`src/hw/rtl/hcrd_pkg.sv`:
```
`timescale 1ns / 1ps
// Shared types, codes and the entity name ROM for the character reference decoder.
package hcrd_pkg;

  localparam int unsigned NameTableDepth = 256;
  localparam int unsigned IdxW = 8;
  localparam int unsigned OutCap = 27;
  localparam int unsigned OcntW = 5;
  localparam logic [20:0] CpLimit = 21'h10FFFF;

  // parse modes
  localparam logic [2:0] MODE_IDLE = 3'd0;
  localparam logic [2:0] MODE_AMP  = 3'd1;
  localparam logic [2:0] MODE_HASH = 3'd2;
  localparam logic [2:0] MODE_DEC  = 3'd3;
  localparam logic [2:0] MODE_HEX  = 3'd4;
  localparam logic [2:0] MODE_NAME = 3'd5;

  // emit sources
  localparam logic [1:0] SRC_BYTE  = 2'd0;
  localparam logic [1:0] SRC_SPILL = 2'd1;
  localparam logic [1:0] SRC_UTF   = 2'd2;

  typedef struct packed {
    logic       ld;
    logic       hold;
    logic       acc;
    logic       hex;
    logic       set_mode;
    logic [2:0] mode;
    logic       close;
    logic       idx_clr;
    logic       idx_inc;
    logic       emit;
    logic [1:0] src;
    logic       fin;
    logic       ld_cp;
  } cmd_t;

  typedef struct packed {
    logic [2:0] mode;
    logic       is_amp;
    logic       is_semi;
    logic       is_hash;
    logic       is_x;
    logic       dig_dec;
    logic       dig_hex;
    logic       full;
    logic       too_big;
    logic       spill_last;
    logic       utf_last;
    logic       hit;
    logic       rom_last;
    logic       out_free;
    logic       pend_valid;
    logic       b_last;
  } status_t;

  typedef struct packed {
    logic [63:0] name;  // right aligned, last char in the low byte
    logic [13:0] cp;
  } ent_t;

  function automatic ent_t ent_lookup(input logic [IdxW-1:0] i);
    ent_t r;
    r = '{64'd0, 14'd0};
    case (i)
      0: r='{"AElig",198}; 1: r='{"Aacute",193}; 2: r='{"Acirc",194};
      3: r='{"Agrave",192}; 4: r='{"Alpha",913}; 5: r='{"Aring",197};
      6: r='{"Atilde",195}; 7: r='{"Auml",196}; 8: r='{"Beta",914};
      9: r='{"Ccedil",199}; 10: r='{"Chi",935}; 11: r='{"Dagger",8225};
      12: r='{"Delta",916}; 13: r='{"ETH",208}; 14: r='{"Eacute",201};
      15: r='{"Ecirc",202}; 16: r='{"Egrave",200}; 17: r='{"Epsilon",917};
      18: r='{"Eta",919}; 19: r='{"Euml",203}; 20: r='{"Gamma",915};
      21: r='{"Iacute",205}; 22: r='{"Icirc",206}; 23: r='{"Igrave",204};
      24: r='{"Iota",921}; 25: r='{"Iuml",207}; 26: r='{"Kappa",922};
      27: r='{"Lambda",923}; 28: r='{"Mu",924}; 29: r='{"Ntilde",209};
      30: r='{"Nu",925}; 31: r='{"OElig",338}; 32: r='{"Oacute",211};
      33: r='{"Ocirc",212}; 34: r='{"Ograve",210}; 35: r='{"Omega",937};
      36: r='{"Omicron",927}; 37: r='{"Oslash",216}; 38: r='{"Otilde",213};
      39: r='{"Ouml",214}; 40: r='{"Phi",934}; 41: r='{"Pi",928};
      42: r='{"Prime",8243}; 43: r='{"Psi",936}; 44: r='{"Rho",929};
      45: r='{"Scaron",352}; 46: r='{"Sigma",931}; 47: r='{"THORN",222};
      48: r='{"Tau",932}; 49: r='{"Theta",920}; 50: r='{"Uacute",218};
      51: r='{"Ucirc",219}; 52: r='{"Ugrave",217}; 53: r='{"Upsilon",933};
      54: r='{"Uuml",220}; 55: r='{"Xi",926}; 56: r='{"Yacute",221};
      57: r='{"Yuml",376}; 58: r='{"Zeta",918}; 59: r='{"aacute",225};
      60: r='{"acirc",226}; 61: r='{"acute",180}; 62: r='{"aelig",230};
      63: r='{"agrave",224}; 64: r='{"alefsym",8501}; 65: r='{"alpha",945};
      66: r='{"amp",38}; 67: r='{"and",8743}; 68: r='{"ang",8736};
      69: r='{"apos",39}; 70: r='{"aring",229}; 71: r='{"asymp",8776};
      72: r='{"atilde",227}; 73: r='{"auml",228}; 74: r='{"bdquo",8222};
      75: r='{"beta",946}; 76: r='{"brvbar",166}; 77: r='{"bull",8226};
      78: r='{"cap",8745}; 79: r='{"ccedil",231}; 80: r='{"cedil",184};
      81: r='{"cent",162}; 82: r='{"chi",967}; 83: r='{"circ",710};
      84: r='{"clubs",9827}; 85: r='{"cong",8773}; 86: r='{"copy",169};
      87: r='{"crarr",8629}; 88: r='{"cup",8746}; 89: r='{"curren",164};
      90: r='{"dArr",8659}; 91: r='{"dagger",8224}; 92: r='{"darr",8595};
      93: r='{"deg",176}; 94: r='{"delta",948}; 95: r='{"diams",9830};
      96: r='{"divide",247}; 97: r='{"eacute",233}; 98: r='{"ecirc",234};
      99: r='{"egrave",232}; 100: r='{"empty",8709}; 101: r='{"emsp",8195};
      102: r='{"ensp",8194}; 103: r='{"epsilon",949}; 104: r='{"equiv",8801};
      105: r='{"eta",951}; 106: r='{"eth",240}; 107: r='{"euml",235};
      108: r='{"euro",8364}; 109: r='{"exist",8707}; 110: r='{"fnof",402};
      111: r='{"forall",8704}; 112: r='{"frac12",189}; 113: r='{"frac14",188};
      114: r='{"frac34",190}; 115: r='{"frasl",8260}; 116: r='{"gamma",947};
      117: r='{"ge",8805}; 118: r='{"gt",62}; 119: r='{"hArr",8660};
      120: r='{"harr",8596}; 121: r='{"hearts",9829}; 122: r='{"hellip",8230};
      123: r='{"iacute",237}; 124: r='{"icirc",238}; 125: r='{"iexcl",161};
      126: r='{"igrave",236}; 127: r='{"image",8465}; 128: r='{"infin",8734};
      129: r='{"int",8747}; 130: r='{"iota",953}; 131: r='{"iquest",191};
      132: r='{"isin",8712}; 133: r='{"iuml",239}; 134: r='{"kappa",954};
      135: r='{"lArr",8656}; 136: r='{"lambda",955}; 137: r='{"lang",9001};
      138: r='{"laquo",171}; 139: r='{"larr",8592}; 140: r='{"lceil",8968};
      141: r='{"ldquo",8220}; 142: r='{"le",8804}; 143: r='{"lfloor",8970};
      144: r='{"lowast",8727}; 145: r='{"loz",9674}; 146: r='{"lrm",8206};
      147: r='{"lsaquo",8249}; 148: r='{"lsquo",8216}; 149: r='{"lt",60};
      150: r='{"macr",175}; 151: r='{"mdash",8212}; 152: r='{"micro",181};
      153: r='{"middot",183}; 154: r='{"minus",8722}; 155: r='{"mu",956};
      156: r='{"nabla",8711}; 157: r='{"nbsp",160}; 158: r='{"ndash",8211};
      159: r='{"ne",8800}; 160: r='{"ni",8715}; 161: r='{"not",172};
      162: r='{"notin",8713}; 163: r='{"nsub",8836}; 164: r='{"ntilde",241};
      165: r='{"nu",957}; 166: r='{"oacute",243}; 167: r='{"ocirc",244};
      168: r='{"oelig",339}; 169: r='{"ograve",242}; 170: r='{"oline",8254};
      171: r='{"omega",969}; 172: r='{"omicron",959}; 173: r='{"oplus",8853};
      174: r='{"or",8744}; 175: r='{"ordf",170}; 176: r='{"ordm",186};
      177: r='{"oslash",248}; 178: r='{"otilde",245}; 179: r='{"otimes",8855};
      180: r='{"ouml",246}; 181: r='{"para",182}; 182: r='{"part",8706};
      183: r='{"permil",8240}; 184: r='{"perp",8869}; 185: r='{"phi",966};
      186: r='{"pi",960}; 187: r='{"piv",982}; 188: r='{"plusmn",177};
      189: r='{"pound",163}; 190: r='{"prime",8242}; 191: r='{"prod",8719};
      192: r='{"prop",8733}; 193: r='{"psi",968}; 194: r='{"quot",34};
      195: r='{"rArr",8658}; 196: r='{"radic",8730}; 197: r='{"rang",9002};
      198: r='{"raquo",187}; 199: r='{"rarr",8594}; 200: r='{"rceil",8969};
      201: r='{"rdquo",8221}; 202: r='{"real",8476}; 203: r='{"reg",174};
      204: r='{"rfloor",8971}; 205: r='{"rho",961}; 206: r='{"rlm",8207};
      207: r='{"rsaquo",8250}; 208: r='{"rsquo",8217}; 209: r='{"sbquo",8218};
      210: r='{"scaron",353}; 211: r='{"sdot",8901}; 212: r='{"sect",167};
      213: r='{"shy",173}; 214: r='{"sigma",963}; 215: r='{"sigmaf",962};
      216: r='{"sim",8764}; 217: r='{"spades",9824}; 218: r='{"sub",8834};
      219: r='{"sube",8838}; 220: r='{"sum",8721}; 221: r='{"sup1",185};
      222: r='{"sup2",178}; 223: r='{"sup3",179}; 224: r='{"sup",8835};
      225: r='{"supe",8839}; 226: r='{"szlig",223}; 227: r='{"tau",964};
      228: r='{"there4",8756}; 229: r='{"theta",952}; 230: r='{"thetasym",977};
      231: r='{"thinsp",8201}; 232: r='{"thorn",254}; 233: r='{"tilde",732};
      234: r='{"times",215}; 235: r='{"trade",8482}; 236: r='{"uArr",8657};
      237: r='{"uacute",250}; 238: r='{"uarr",8593}; 239: r='{"ucirc",251};
      240: r='{"ugrave",249}; 241: r='{"uml",168}; 242: r='{"upsih",978};
      243: r='{"upsilon",965}; 244: r='{"uuml",252}; 245: r='{"weierp",8472};
      246: r='{"xi",958}; 247: r='{"yacute",253}; 248: r='{"yen",165};
      249: r='{"yuml",255}; 250: r='{"zeta",950}; 251: r='{"zwj",8205};
      252: r='{"zwnj",8204};
      default: r = '{64'd0, 14'd0};
    endcase
    return r;
  endfunction

endpackage

```
`src/hw/rtl/hcrd_ctrl.sv`:
```
`timescale 1ns / 1ps
// Controller state machine: parse decisions, spill, encode, lookup and finish sequencing.
module hcrd_ctrl (
  input  logic              clk_i,
  input  logic              rst_ni,
  input  logic              s_axis_tvalid_i,
  output logic              s_axis_tready_o,
  input  hcrd_pkg::status_t st_i,
  output hcrd_pkg::cmd_t    cmd_o
);
  import hcrd_pkg::*;

  localparam logic [2:0] S_IDLE  = 3'd0;
  localparam logic [2:0] S_PROC  = 3'd1;
  localparam logic [2:0] S_SPILL = 3'd2;
  localparam logic [2:0] S_CODE  = 3'd3;
  localparam logic [2:0] S_LOOK  = 3'd4;
  localparam logic [2:0] S_END   = 3'd5;
  localparam logic [2:0] S_FIN   = 3'd6;

  logic [2:0] state_q, state_d;
  logic       flush_q, flush_d;

  always_comb begin
    state_d = state_q;
    flush_d = flush_q;
    cmd_o   = '0;
    s_axis_tready_o = state_q == S_IDLE;
    unique case (state_q)
      S_IDLE: begin
        if (s_axis_tvalid_i) begin
          cmd_o.ld = 1'b1;
          state_d  = S_PROC;
        end
      end
      S_PROC: begin
        cmd_o.idx_clr = 1'b1;
        case (st_i.mode) inside
          MODE_IDLE: begin
            if (st_i.is_amp) begin
              cmd_o.close    = 1'b1;
              cmd_o.set_mode = 1'b1;
              cmd_o.mode     = MODE_AMP;
              state_d        = S_END;
            end else if (st_i.out_free) begin
              cmd_o.emit = 1'b1;
              cmd_o.src  = SRC_BYTE;
              state_d    = S_END;
            end
          end
          MODE_AMP: begin
            cmd_o.set_mode = 1'b1;
            if (st_i.is_hash && !st_i.full) begin
              cmd_o.hold = 1'b1;
              cmd_o.mode = MODE_HASH;
              state_d    = S_END;
            end else if (!st_i.is_semi && !st_i.is_amp && !st_i.full) begin
              cmd_o.hold = 1'b1;
              cmd_o.mode = MODE_NAME;
              state_d    = S_END;
            end else begin
              cmd_o.set_mode = 1'b0;
              state_d        = S_SPILL;
            end
          end
          MODE_HASH: begin
            if (st_i.is_x && !st_i.full) begin
              cmd_o.hold     = 1'b1;
              cmd_o.set_mode = 1'b1;
              cmd_o.mode     = MODE_HEX;
              state_d        = S_END;
            end else if (st_i.is_semi) begin
              state_d = S_CODE;  // empty digit run, accumulator is zero
            end else if (st_i.dig_dec && !st_i.full) begin
              cmd_o.hold     = 1'b1;
              cmd_o.acc      = 1'b1;
              cmd_o.set_mode = 1'b1;
              cmd_o.mode     = MODE_DEC;
              state_d        = S_END;
            end else begin
              state_d = S_SPILL;
            end
          end
          MODE_DEC, MODE_HEX: begin
            cmd_o.hex = st_i.mode == MODE_HEX;
            if (st_i.is_semi) begin
              state_d = st_i.too_big ? S_SPILL : S_CODE;
            end else if ((cmd_o.hex ? st_i.dig_hex : st_i.dig_dec) && !st_i.full) begin
              cmd_o.hold = 1'b1;
              cmd_o.acc  = 1'b1;
              state_d    = S_END;
            end else begin
              state_d = S_SPILL;
            end
          end
          MODE_NAME: begin
            if (st_i.is_semi) begin
              state_d = S_LOOK;
            end else if (!st_i.is_amp && !st_i.full) begin
              cmd_o.hold = 1'b1;
              state_d    = S_END;
            end else begin
              state_d = S_SPILL;
            end
          end
          default: state_d = S_SPILL;
        endcase
      end
      S_SPILL: begin
        if (st_i.out_free) begin
          cmd_o.emit    = 1'b1;
          cmd_o.src     = SRC_SPILL;
          cmd_o.idx_inc = 1'b1;
          if (st_i.spill_last) begin
            cmd_o.close = 1'b1;
            state_d     = flush_q ? S_FIN : S_PROC;
          end
        end
      end
      S_CODE: begin
        if (st_i.out_free) begin
          cmd_o.emit    = 1'b1;
          cmd_o.src     = SRC_UTF;
          cmd_o.idx_inc = 1'b1;
          if (st_i.utf_last) begin
            cmd_o.close = 1'b1;
            state_d     = S_END;
          end
        end
      end
      S_LOOK: begin
        if (st_i.hit) begin
          cmd_o.ld_cp   = 1'b1;
          cmd_o.idx_clr = 1'b1;
          state_d       = S_CODE;
        end else if (st_i.rom_last) begin
          cmd_o.idx_clr = 1'b1;
          state_d       = S_SPILL;
        end else begin
          cmd_o.idx_inc = 1'b1;
        end
      end
      S_END: begin
        cmd_o.idx_clr = 1'b1;
        if (st_i.b_last && st_i.mode != MODE_IDLE) begin
          flush_d = 1'b1;
          state_d = S_SPILL;
        end else begin
          state_d = S_FIN;
        end
      end
      S_FIN: begin
        if (st_i.out_free || !st_i.pend_valid) begin
          cmd_o.fin = 1'b1;
          flush_d   = 1'b0;
          state_d   = S_IDLE;
        end
      end
      default: state_d = S_IDLE;
    endcase
  end

  always_ff @(posedge clk_i or negedge rst_ni) begin
    if (!rst_ni) begin
      state_q <= S_IDLE;
      flush_q <= 1'b0;
    end else begin
      state_q <= state_d;
      flush_q <= flush_d;
    end
  end

endmodule

```
`config.mk`:
```
export PLATFORM = sky130hd
export DESIGN_NAME = hcrd_ctrl
export DESIGN_NICKNAME = d
export VERILOG_FILES = /design/src/hw/rtl/hcrd_pkg.sv /design/src/hw/rtl/hcrd_ctrl.sv
export SDC_FILE = /design/constraint.sdc
export NUM_CORES = 1
export LEC_CHECK = 0
export ABC_CLOCK_PERIOD_IN_PS = 2000
export BUFFER_PORTS_ARGS = -buffer_cell sky130_fd_sc_hd__buf_2
export CORE_MARGIN = 8
export CORE_UTILIZATION = 45
export CTS_CLUSTER_DIAMETER = 80
export DETAILED_ROUTE_END_ITERATION = 8
export GPL_ROUTABILITY_DRIVEN = 0
export GPL_TIMING_DRIVEN = 1
export PLACE_DENSITY = 0.78
export SLEW_MARGIN = 20
export SYNTH_ARGS = -nofsm -noshare
export SYNTH_HDL_FRONTEND = slang
export SYNTH_SLANG_ARGS = --single-unit
```
`constraint.sdc`:
```
create_clock -name clk_i -period 2 [get_ports clk_i]
set_clock_uncertainty 0.2 [all_clocks]
set_input_delay 0.2 -clock clk_i [delete_from_list [all_inputs] [get_ports clk_i]]
set_output_delay 0.2 -clock clk_i [all_outputs]
set_load 0.05 [all_outputs]
```
==> run_results.csv <==
group,metric,value,unit
logic_synthesis,netlist_top_cells_area,"dfrtp_1 13%, nand2_1 6.1%, a21oi_1 5.0%",
logic_synthesis,synth-edff-count,0,
critical_path,worst-path-max-fanout,8,
logic_synthesis,synth.cells.most_frequent,"13 x nand2_1, 8 x a21oi_1",
logic_synthesis,synth-seq-cells,4,
power_and_ir_drop,cell_internal_pwr,620,uW
detailed_routing,highest-signal-layer,"met4",
power_and_ir_drop,power.share.combinational,0.818,
critical_path,crit_path_class,"flop to output port",
detailed_routing,met2WireLength,1.40,mm
finish,regArea,100,um2
clocking,cts_root_buf,"clkbuf_4",
power_and_ir_drop,switch_pwr,800,uW
timing,timing_max_transition_violations_final,0,
timing,timing.setup.tns,0,ns
die,placement_rows,15,
timing,finalHoldViolCount,0,
grt,grt_use_total,0.166,
critical_path,path_cells,"or3b_4, buf_6, o22ai_1, buf_4",
power_and_ir_drop,total_leakage_power,0.525,nW
finish,layout-area-overhead-vs-synth,51.5,%
power_and_ir_drop,share_clk_of_total_power,0.075,
grt,vias_in_the_first_global_route,1050,
timing,grt_setup_unrepaired,"true",
detailed_routing,num_vias,1117,
place,placed_cell_area,1060,um2
logic_synthesis,yosysTopAreaCell,"dfrtp_1",
logic_synthesis,syn_nets,138,
finish,antenna_cells,0,
critical_path,critPathArrivalTime,1.56,ns
detailed_routing,detail_route.first_pass.iterations,4,
logic_synthesis,synth_top_area_share,0.126,
critical_path,timing.critical_path.slowest_stage_cell,"or3b_4",
power_and_ir_drop,power_density_over_the_cells,1180,nW/um2
clocking,cts_num_sinks,4,
clocking,clock_tree.buffer_depth,2,
timing,tmin_final,1.96,ns
die,num_io_pins,38,
detailed_routing,routed_wl,2.87,mm
logic_synthesis,postSynth.topFlopCell,"dfrtp_1",
grt,antenna_found_initial,0,
place,detailed_place_hpwl,2.13,mm
detailed_routing,wl_per_cell,16.5,um
finish,design_area,1210,um2
clocking,clkTransAtPathRegs,0.04,ns
finish,nets,180,
timing,setup_violations,0,
finish,footprint_of_the_multi_input_gates,726,um2
die,fp.dieW,58.1,um
die,core_region_area,1690,um2
grt,largest_net_degree_at_the_start_of_global_routing,17,
grt,globalRouteOverflowTotal,0,
detailed_routing,met1_length,1.08,mm
die,floorplan.die.height,58.1,um
min_path,hold_path.class,"input port to flop",
timing,slew_headroom,0.694,
run,maxCapViolations,0,
timing,worst_margin_slew,0.455,ns
critical_path,r2r_cells,7,
power_and_ir_drop,vdd_drop_max,0.751,mV
die,starting_density_of_the_core,0.472,
clocking,cts-buffers-inserted,3,
clocking,cts_max_level,1,
logic_synthesis,yosys.cell_types.count,43,
logic_synthesis,synthArstFlopShare,1.00,
logic_synthesis,synth-seq-area-share,0.126,
critical_path,critPathCaptureType,"output port",
critical_path,cp_data_required_time,1.60,ns
finish,layout.filler_cells,130,
power_and_ir_drop,design_power_total,1.42,mW
die,floorplan.die_area,3370,um2
logic_synthesis,yosys_warnings,0,
place,port_buffers,37,
detailed_routing,met3RoutedLength,358,um
timing,max_freq,510,MHz
logic_synthesis,post_synth_instance_area,797,um2
finish,ratio_of_cells_with_drive_above_1_in_the_final_layout,0.401,
logic_synthesis,most_used_standard_cell_by_instance_count_after_synthesis,"nand2_1",
detailed_routing,vias_per_cell,6.42,
detailed_routing,route.detailed.drc,0,
power_and_ir_drop,switching_share,0.563,
min_path,worstHoldPathCells,3,
clocking,insertion_delay,0.25,ns
detailed_routing,first_iter_violations,61,
grt,grt_pass1_wl,4.60,mm
timing,final.period_utilization,0.981,
critical_path,critical-path-max-stage-delay,0.41,ns
critical_path,cp_launch_type,"flop",
clocking,cts_tree,"built",
finish,finalCoreUtilization,0.715,
run_status,run_status,"finished clean",
power_and_ir_drop,sequentialPowerShare,0.107,
logic_synthesis,syn_inst_count,117,
detailed_routing,postRouteAntennaNets,0,
logic_synthesis,synthesis.area_per_instance,6.81,um2
-- critical path: cells and delay by family (launching register included) --
family / cells / cell delay (ns)
compound gates: 1 / 0.16
simple gates: 1 / 0.41
buf+inv: 2 / 0.38
flops: 1 / 0.38
-- layer usage --
layer  vias to the layer above  GRT usage
met3                         4     0.0552
li1                        522          -
met4                         0     0.0629
met1                       517      0.191
met5                         -          0
met2                        74      0.275
-- sequential cells by signal, summed over array words and instances (netlist names) --
| name | flops |
|---|---|
| state_q | 3 |
| flush_q | 1 |
-- worst paths after layout --
kind                                  from    endpoint  slack [ns]
worst min-delay path               st_i[0]     flush_q        0.04
worst min register to register     flush_q     flush_q        0.36
min in group asynchronous           rst_ni  state_q[1]        0.10
worst max register to register  state_q[1]  state_q[2]        0.10
max in group asynchronous           rst_ni  state_q[0]        1.38
worst max-delay path            state_q[0]    cmd_o[7]        0.04
-- area by class of cell --
type                            count  share of cell area
Multi-Input combinational cell     98               0.601
Inverter                            6              0.0187
Sequential cell                     4              0.0829
Tap cell                           17              0.0176
Timing Repair Buffer               46               0.261
Clock buffer                        3              0.0187
-- stage by stage --
stage               instances  setup slack, ns  hold WS [ns]
floorplan                 117           -0.317        -0.296
global placement          169            0.113        -0.198
detailed placement        169           0.0767        -0.196
CTS                       173         0.000563        0.0428
global route              174          -0.0119        0.0777
finish                    174           0.0389        0.0403
-- layout by cell type (no fill, tap or decap), drive strengths merged, types with 2 or more instances in the layout --
cell type / n
a31oi: 4
nor2b: 5
a211o: 2
a211oi: 2
and3: 2
nor4: 2
nand2b: 6
clkbuf: 4
nand2: 13
nor3: 6
nor3b: 2
buf: 44
nand3b: 4
o311ai: 2
a21oi: 8
inv: 6
o21a: 2
nor2: 6
o31ai: 3
a21o: 2
o32ai: 2
o21ai: 8
dfrtp: 4
and2: 2
-- power by group through the flow --
| stage | registers (mW) | logic (mW) | clock network (mW) |
|---|---|---|---|
| 2_1_floorplan | 0.151 | 0.770 | 0 |
| 3_3_place_gp | 0.146 | 1.02 | 0 |
| 3_5_place_dp | 0.151 | 1.04 | 0 |
| 4_1_cts | 0.150 | 1.09 | 0.108 |
| 5_1_grt | 0.158 | 1.24 | 0.115 |
| 6_report | 0.152 | 1.16 | 0.106 |
-- logic make-up (layout without fill, tap and decap cells) --
group	Yosys count	count (layout)	share of synthesized area
simple gates	55	55	0.402
buf+inv	15	55	0.0973
compound gates	42	42	0.363
flops	4	4	0.126
mux	1	1	0.0126
-- what timing repair did --
action	4_1_cts	5_1_grt
setup buffers	0	1
setup endpoints to repair	8	9
pin swaps	0	4
hold buffers	1	0
hold endpoints to repair	4	0
gates resized for setup	13	14
No activity file was read; power rests on OpenSTA's default activity.
